===== src/design/pts_pkg.sv =====
package pts_pkg;

  localparam int unsigned TaskSlots = 8;
  localparam int unsigned SlotIdxW  = $clog2(TaskSlots);
  localparam int unsigned SlotCntW  = $clog2(TaskSlots + 1);
  localparam int unsigned TickW     = 32;
  localparam int unsigned KindW     = 3;
  localparam int unsigned MaskW     = 8;

  typedef enum logic [KindW-1:0] {
    KIND_RUN      = 3'd0,
    KIND_REGISTER = 3'd1,
    KIND_CHANGE   = 3'd2,
    KIND_ENABLE   = 3'd3,
    KIND_DISABLE  = 3'd4,
    KIND_CLEAR    = 3'd5
  } kind_e;

  typedef struct packed {
    logic exec;
    logic drain;
  } pts_cmd_t;

  typedef struct packed {
    logic table_full;
  } pts_status_t;

endpackage


===== src/design/pts_if.sv =====
interface pts_req_if;
  import pts_pkg::*;

  logic                valid;
  logic                ready;
  logic [KindW-1:0]    kind;
  logic [TickW-1:0]    cur_tick;
  logic [SlotIdxW-1:0] task_index;
  logic [TickW-1:0]    period;

  modport source (output valid, kind, cur_tick, task_index, period, input ready);
  modport sink   (input valid, kind, cur_tick, task_index, period, output ready);
endinterface

interface pts_rsp_if;
  import pts_pkg::*;

  logic             valid;
  logic             ready;
  logic [MaskW-1:0] fire_mask;
  logic             ok;
  logic [2:0]       slot;

  modport source (output valid, fire_mask, ok, slot, input ready);
  modport sink   (input valid, fire_mask, ok, slot, output ready);
endinterface


===== src/design/periodic_task_scheduler_core.sv =====
// channel  dir  handshake    payload
// req_i    in   valid/ready  kind[2:0] cur_tick[31:0] task_index[2:0] period[31:0]
// rsp_o    out  valid/ready  fire_mask[7:0] ok slot[2:0]
//
// One request per cycle unless a held result stalls: every request finishes in the cycle it
// is accepted, with eight parallel subtract-compare units handling a run; the result lands in
// a single output register and is shown in the cycle after acceptance.
// A new request is taken while the held result is being taken in the same cycle.
// A stalled result holds the input off; nothing is lost.
// Asynchronous active-low reset empties the slot table and the output register.
module periodic_task_scheduler_core
  import pts_pkg::*;
(
  input  logic     clk_i,
  input  logic     rst_ni,
  pts_req_if.sink  req_i,
  pts_rsp_if.source rsp_o
);

  pts_cmd_t    cmd;
  pts_status_t status;

  pts_ctrl u_ctrl (
    .clk_i       (clk_i),
    .rst_ni      (rst_ni),
    .in_valid_i  (req_i.valid),
    .in_ready_o  (req_i.ready),
    .out_valid_o (rsp_o.valid),
    .out_ready_i (rsp_o.ready),
    .status_i    (status),
    .cmd_o       (cmd)
  );

  pts_datapath u_datapath (
    .clk_i        (clk_i),
    .rst_ni       (rst_ni),
    .cmd_i        (cmd),
    .status_o     (status),
    .kind_i       (req_i.kind),
    .cur_tick_i   (req_i.cur_tick),
    .task_index_i (req_i.task_index),
    .period_i     (req_i.period),
    .fire_mask_o  (rsp_o.fire_mask),
    .ok_o         (rsp_o.ok),
    .slot_o       (rsp_o.slot)
  );

endmodule


===== src/design/pts_ctrl.sv =====
module pts_ctrl
  import pts_pkg::*;
(
  input  logic        clk_i,
  input  logic        rst_ni,
  input  logic        in_valid_i,
  output logic        in_ready_o,
  output logic        out_valid_o,
  input  logic        out_ready_i,
  input  pts_status_t status_i,
  output pts_cmd_t    cmd_o
);

  typedef enum logic [1:0] {
    ST_EMPTY = 2'b01,
    ST_FULL  = 2'b10
  } state_e;

  state_e state_q, state_d;
  logic   exec;

  assign out_valid_o = (state_q == ST_FULL);
  assign in_ready_o  = (state_q == ST_EMPTY) || out_ready_i;
  assign exec        = in_valid_i && in_ready_o;
  assign cmd_o.exec  = exec;
  assign cmd_o.drain = out_valid_o && out_ready_i;

  always_comb begin
    state_d = state_q;
    unique case (state_q)
      ST_EMPTY: begin
        if (exec) state_d = ST_FULL;
      end
      ST_FULL: begin
        if (!exec && out_ready_i) state_d = ST_EMPTY;
      end
      default: state_d = ST_EMPTY;
    endcase
  end

  always_ff @(posedge clk_i or negedge rst_ni) begin
    if (!rst_ni) begin
      state_q <= ST_EMPTY;
    end else begin
      state_q <= state_d;
    end
  end

  a_no_overwrite: assert property (@(posedge clk_i) disable iff (!rst_ni)
    (state_q == ST_FULL && !out_ready_i) |-> !exec)
    else $error("result register overwritten while held");

  a_drain_empties: assert property (@(posedge clk_i) disable iff (!rst_ni)
    (cmd_o.drain && !exec) |=> (state_q == ST_EMPTY))
    else $error("result not released after it was taken");

  a_full_stable: assert property (@(posedge clk_i) disable iff (!rst_ni)
    !exec |=> $stable(status_i.table_full))
    else $error("table fill changed without a request");

endmodule


===== src/design/pts_datapath.sv =====
module pts_datapath
  import pts_pkg::*;
(
  input  logic                clk_i,
  input  logic                rst_ni,
  input  pts_cmd_t            cmd_i,
  output pts_status_t         status_o,
  input  logic [KindW-1:0]    kind_i,
  input  logic [TickW-1:0]    cur_tick_i,
  input  logic [SlotIdxW-1:0] task_index_i,
  input  logic [TickW-1:0]    period_i,
  output logic [MaskW-1:0]    fire_mask_o,
  output logic                ok_o,
  output logic [2:0]          slot_o
);

  logic [TickW-1:0]    period_q   [TaskSlots];
  logic [TickW-1:0]    last_run_q [TaskSlots];
  logic [TaskSlots-1:0] enabled_q;
  logic [SlotCntW-1:0] used_q;

  logic [TaskSlots-1:0] live;
  logic [TaskSlots-1:0] due;
  logic [TickW-1:0]     elapsed [TaskSlots];
  logic                 known;
  logic                 full;

  logic [MaskW-1:0] fire_mask_d, fire_mask_q;
  logic             ok_d, ok_q;
  logic [2:0]       slot_d, slot_q;

  assign full  = (used_q >= SlotCntW'(TaskSlots));
  assign known = (SlotCntW'(task_index_i) < used_q);
  assign status_o.table_full = full;

  // one subtract-compare per slot, all in parallel
  always_comb begin
    for (int i = 0; i < TaskSlots; i++) begin
      live[i]    = (SlotCntW'(i) < used_q);
      elapsed[i] = cur_tick_i - last_run_q[i];
      due[i]     = live[i] && enabled_q[i] && (elapsed[i] >= period_q[i]);
    end
  end

  always_comb begin
    fire_mask_d = '0;
    ok_d        = 1'b0;
    slot_d      = '0;
    unique case (kind_i)
      KIND_RUN: begin
        for (int i = 0; i < TaskSlots && i < MaskW; i++) begin
          fire_mask_d[i] = due[i];
        end
        ok_d = 1'b1;
      end
      KIND_REGISTER: begin
        ok_d   = !full;
        slot_d = full ? 3'd0 : 3'(used_q);
      end
      KIND_CHANGE, KIND_ENABLE, KIND_DISABLE: ok_d = known;
      KIND_CLEAR: ok_d = 1'b1;
      default: ok_d = 1'b0;
    endcase
  end

  always_ff @(posedge clk_i or negedge rst_ni) begin
    if (!rst_ni) begin
      for (int i = 0; i < TaskSlots; i++) begin
        period_q[i]   <= '0;
        last_run_q[i] <= '0;
      end
      enabled_q <= '0;
      used_q    <= '0;
    end else if (cmd_i.exec) begin
      unique case (kind_i)
        KIND_RUN: begin
          for (int i = 0; i < TaskSlots; i++) begin
            if (due[i]) last_run_q[i] <= cur_tick_i;
          end
        end
        KIND_REGISTER: begin
          if (!full) begin
            period_q[used_q[SlotIdxW-1:0]]   <= period_i;
            last_run_q[used_q[SlotIdxW-1:0]] <= cur_tick_i;
            enabled_q[used_q[SlotIdxW-1:0]]  <= 1'b1;
            used_q                           <= used_q + 1'b1;
          end
        end
        KIND_CHANGE: begin
          if (known) begin
            period_q[task_index_i]   <= period_i;
            last_run_q[task_index_i] <= cur_tick_i;
          end
        end
        KIND_ENABLE: begin
          if (known) begin
            enabled_q[task_index_i]  <= 1'b1;
            last_run_q[task_index_i] <= cur_tick_i;
          end
        end
        KIND_DISABLE: begin
          if (known) enabled_q[task_index_i] <= 1'b0;
        end
        KIND_CLEAR: begin
          for (int i = 0; i < TaskSlots; i++) begin
            period_q[i]   <= '0;
            last_run_q[i] <= '0;
          end
          enabled_q <= '0;
          used_q    <= '0;
        end
        default: ;
      endcase
    end
  end

  always_ff @(posedge clk_i or negedge rst_ni) begin
    if (!rst_ni) begin
      fire_mask_q <= '0;
      ok_q        <= 1'b0;
      slot_q      <= '0;
    end else if (cmd_i.exec) begin
      fire_mask_q <= fire_mask_d;
      ok_q        <= ok_d;
      slot_q      <= slot_d;
    end
  end

  assign fire_mask_o = fire_mask_q;
  assign ok_o        = ok_q;
  assign slot_o      = slot_q;

  a_used_bound: assert property (@(posedge clk_i) disable iff (!rst_ni)
    used_q <= SlotCntW'(TaskSlots))
    else $error("slot count beyond table size");

  a_enabled_live: assert property (@(posedge clk_i) disable iff (!rst_ni)
    (enabled_q & ~live) == '0)
    else $error("unregistered slot enabled");

  a_clear_empties: assert property (@(posedge clk_i) disable iff (!rst_ni)
    (cmd_i.exec && kind_i == KIND_CLEAR) |=> (used_q == '0 && enabled_q == '0))
    else $error("clear left slots in the table");

endmodule


===== src/flat_wrapper.sv =====
// flat-port wrapper written by rule: the top's interface ports become plain ports
module periodic_task_scheduler_core_flat import pts_pkg::*;
  (clk_i, rst_ni, req_i_valid, req_i_kind, req_i_cur_tick, req_i_task_index, req_i_period, req_i_ready, rsp_o_valid, rsp_o_fire_mask, rsp_o_ok, rsp_o_slot, rsp_o_ready);
  pts_req_if req_i_i ();
  pts_rsp_if rsp_o_i ();
  input  logic clk_i;
  input  logic rst_ni;
  input wire logic [$bits(req_i_i.valid)-1:0] req_i_valid;
  input wire logic [$bits(req_i_i.kind)-1:0] req_i_kind;
  input wire logic [$bits(req_i_i.cur_tick)-1:0] req_i_cur_tick;
  input wire logic [$bits(req_i_i.task_index)-1:0] req_i_task_index;
  input wire logic [$bits(req_i_i.period)-1:0] req_i_period;
  output wire logic [$bits(req_i_i.ready)-1:0] req_i_ready;
  output wire logic [$bits(rsp_o_i.valid)-1:0] rsp_o_valid;
  output wire logic [$bits(rsp_o_i.fire_mask)-1:0] rsp_o_fire_mask;
  output wire logic [$bits(rsp_o_i.ok)-1:0] rsp_o_ok;
  output wire logic [$bits(rsp_o_i.slot)-1:0] rsp_o_slot;
  input wire logic [$bits(rsp_o_i.ready)-1:0] rsp_o_ready;
  assign req_i_i.valid = req_i_valid;
  assign req_i_i.kind = req_i_kind;
  assign req_i_i.cur_tick = req_i_cur_tick;
  assign req_i_i.task_index = req_i_task_index;
  assign req_i_i.period = req_i_period;
  assign req_i_ready = req_i_i.ready;
  assign rsp_o_valid = rsp_o_i.valid;
  assign rsp_o_fire_mask = rsp_o_i.fire_mask;
  assign rsp_o_ok = rsp_o_i.ok;
  assign rsp_o_slot = rsp_o_i.slot;
  assign rsp_o_i.ready = rsp_o_ready;
  periodic_task_scheduler_core u_core (.clk_i(clk_i), .rst_ni(rst_ni), .req_i(req_i_i), .rsp_o(rsp_o_i));
endmodule

===== config.mk =====
export PLATFORM = sky130hd
export DESIGN_NAME = periodic_task_scheduler_core_flat
export DESIGN_NICKNAME = d
export VERILOG_FILES = /design/src/design/pts_pkg.sv /design/src/design/pts_if.sv /design/src/design/periodic_task_scheduler_core.sv /design/src/design/pts_ctrl.sv /design/src/design/pts_datapath.sv /design/src/flat_wrapper.sv
export SDC_FILE = /design/constraint.sdc
export NUM_CORES = 2
export LEC_CHECK = 0
export BUFFER_PORTS_ARGS = -buffer_cell sky130_fd_sc_hd__buf_2
export CAP_MARGIN = 40
export CORE_UTILIZATION = 50
export CTS_BUF_LIST = sky130_fd_sc_hd__clkbuf_4 sky130_fd_sc_hd__clkbuf_8 sky130_fd_sc_hd__clkbuf_16
export CTS_CLUSTER_SIZE = 40
export DETAILED_ROUTE_END_ITERATION = 6
export PLACE_DENSITY = 0.67
export SLEW_MARGIN = 20
export SYNTH_ARGS = -nofsm -noshare
export SYNTH_HDL_FRONTEND = slang
export SYNTH_HIERARCHICAL = 1
export SYNTH_SLANG_ARGS = --single-unit
export TNS_END_PERCENT = 10

===== constraint.sdc =====
create_clock -name clk_i -period 4.9 [get_ports clk_i]
set_clock_uncertainty 0.1 [all_clocks]
set_input_delay 1.225 -clock clk_i [delete_from_list [all_inputs] [get_ports clk_i]]
set_output_delay 1.225 -clock clk_i [all_outputs]
set_load 0.03 [all_outputs]

==> impl_metrics.yaml <==
min_path:
  hold_start: "u_core/u_datapath/last_run_q[12]"
  holdPathStages: 1
  hp-class: "flip-flop to flip-flop"
  min_to: "u_core/u_datapath/last_run_q[12]"
critical_path:
  slowest_stage: "or4_4"
  cpMostUsedCell: "buf_6"
  cp-end-kind: "flip-flop"
  critPathLaunchType: "primary input"
  rrSetupSlack_ns: -0.69
  critPathArrivalTime_ns: 6.37
  r2r_end: "u_core/u_datapath/last_run_q[152]"
  path_class: "primary input to flip-flop"
  worstPathMaxFanout: 8
  cpPeakStageDelay_ns: 0.50
  rr_worst_depth: 24
  crit_required_ns: 5.34
  regToRegStartpoint: "u_core/u_datapath/last_run_q[128]"
timing:
  worst_pin_slew_ns: 0.859
  setup_viol: 264
  timing.setup.tns_ns: -216.58
  finalCritPeriodShare: 1.21
  hold_viol: 0
  setup_slack_ns: -1.03
  slew_headroom: 0.423
  fmax_ghz: 0.169
  min_period_ns: 5.93
  maxSlewViolCount: 0
  grt_setup_unrepaired: "true"
clock_tree:
  clock_latency_ns: 0.62
  cts.sinks: 538
  clock_path_buffers: 3
  htreeDepth: 3
  clockRootBuffer: "clkbuf_16"
  cts_made_buffers: 67
  tritoncts: "yes"
  cts.reportedPaths.clkPinSlew_ns: 0.05
layout:
  drive_above_1_share: 0.241
  final_nets: 5602
  final_cells: 6104
  area_growth_pct: 29.7
  regArea_um2: 13500
  final_area_um2: 50600
  multi_input_area_um2: 23500
  fill_cells: 6234
grt:
  use_met2: 0.524
  grtUsageTotal: 0.323
  grt-busiest-layer: "met2"
  use_met1: 0.433
  grt_max_degree: 90
  overflow: 0
  grt_pass1_vias: 35300
  use_met3: 0.0529
  grt_first_pass_wirelength_mm: 198
  antenna_found_initial: 4
outcome:
  violations: "negative setup slack"
  outcome: "finished with violations"
logic_synthesis:
  syn_avg_cell_area_um2: 9.28
  syn_area_um2: 39000
  yosysWarnings: 6
  synthCells: 4203
  syn_nets: 4793
routing:
  wl_per_cell_um: 20.8
  drcViolationCount: 0
  ant_nets: 0
  vias_per_cell: 5.85
  wirelength_mm: 127
  vias: 35700
  drt_iter0_drc: 2779
  first_pass_iters: 6
place:
  placed_area_um2: 46800
  dp.cells: 5932
  gp_congestion: 0.960
  dp_hpwl_mm: 92.3
  io_buffers: 87
power_and_ir_drop:
  report.power.total_w: 0.0349
  internal_power_w: 0.0210
  power_frac_seq: 0.199
  power_density_nw_per_um2: 691
  ir_drop_uv: 375
  switching_share: 0.400
  clkPwrFrac: 0.155
  combPwrFrac: 0.646
  p_leak_nw: 24.6
  p_sw_w: 0.0140
die:
  io_pins: 88
  chipWidth_um: 281
  dieArea_um2: 79100
  chipHeight_um: 281
  initial_core_util: 0.504
  coreArea_um2: 77300
  row_count: 102
job:
  maxCapViolCount: 0
==> per-stage QoR <==
| step | hold WS (ns) | utilization | setup slack [ns] |
|---|---|---|---|
| 2_1_floorplan | 0.366 | - | -1.05 |
| 3_3_place_gp | 0.382 | 0.603 | -1.97 |
| 3_5_place_dp | 0.381 | 0.604 | -2.06 |
| 4_1_cts | 0.400 | 0.651 | -0.901 |
| 5_1_grt | 0.408 | 0.654 | -1.18 |
| 6_report | 0.397 | 0.654 | -1.03 |
==> power by group through the flow <==
stage	sequential (W)	combinational (W)	clock (W)
after global routing	0.00710	0.0250	0.00568
after floorplan	0.00665	0.0136	0
after detailed placement	0.00691	0.0213	0
after global placement	0.00692	0.0206	0
after CTS	0.00690	0.0222	0.00551
final	0.00694	0.0226	0.00542
==> layout make-up <==
| type | count | share of cell area |
|---|---|---|
| multi-input combinational | 2898 | 0.465 |
| clock inverter | 34 | 0.00846 |
| timing repair buffer | 936 | 0.153 |
| inverter | 571 | 0.0425 |
| clock buffer | 86 | 0.0388 |
| sequential | 538 | 0.266 |
| antenna | 1 | 0.0000495 |
| tap | 1040 | 0.0257 |
==> routing by layer <==
layer  share of wire  vias up  wire (um)
li1                -    16800          -
met1            0.44    17600      56500
met2            0.46     1042      58100
met3           0.064      233       8200
met4           0.034        2       4370
met5         0.00010        -         13
==> timing repair <==
item	CTS	global route
setup buffers	33	7
pin swaps	143	56
resized for setup	152	38
cloned	12	0
endpoints found under the setup margin	264	264
hold buffers	0	0
==> how the worst max path moves through the flow <==
stage                      startpoint                                end  slack (ns)  cells past startpoint
floorplan           req_i_cur_tick[0]   u_core/u_datapath/last_run_q[10]       -1.05                     25
global placement    req_i_cur_tick[0]  u_core/u_datapath/last_run_q[228]       -1.97                     27
detailed placement  req_i_cur_tick[0]  u_core/u_datapath/last_run_q[232]       -2.06                     27
CTS                 req_i_cur_tick[1]   u_core/u_datapath/last_run_q[95]       -0.90                     31
global route        req_i_cur_tick[0]  u_core/u_datapath/last_run_q[159]       -1.18                     26
finish              req_i_cur_tick[1]  u_core/u_datapath/last_run_q[152]       -1.03                     25
==> cells in the final DEF, fill, tap and decap left out, drive strengths merged, types with 13 or more instances in the layout <==
cell	count
nor2b	39
nand2b	35
ha	508
dfrtp	537
and3	35
or3	14
inv	571
a21o	193
nand4	55
clkbuf	90
o221ai	14
nand3	67
nor3	53
o211ai	20
o31ai	15
a31oi	30
nor2	160
nand2	190
a21oi	262
a211oi	35
o22ai	20
xnor2	153
o21ai	165
a221oi	13
o21a	35
o21bai	38
buf	930
xor2	66
clkinv	18
a22o	517
==> critical path, delay by kind of cell <==
family | cells | cell delay, ns
AOI/OAI and AO/OA | 12 | 2.43
and+or+nand+nor | 4 | 1.07
buffers and inverters | 6 | 0.86
adders and majority gates | 2 | 0.67
xor gates and xnor gates | 1 | 0.09
(Power assumes the default switching activity.)
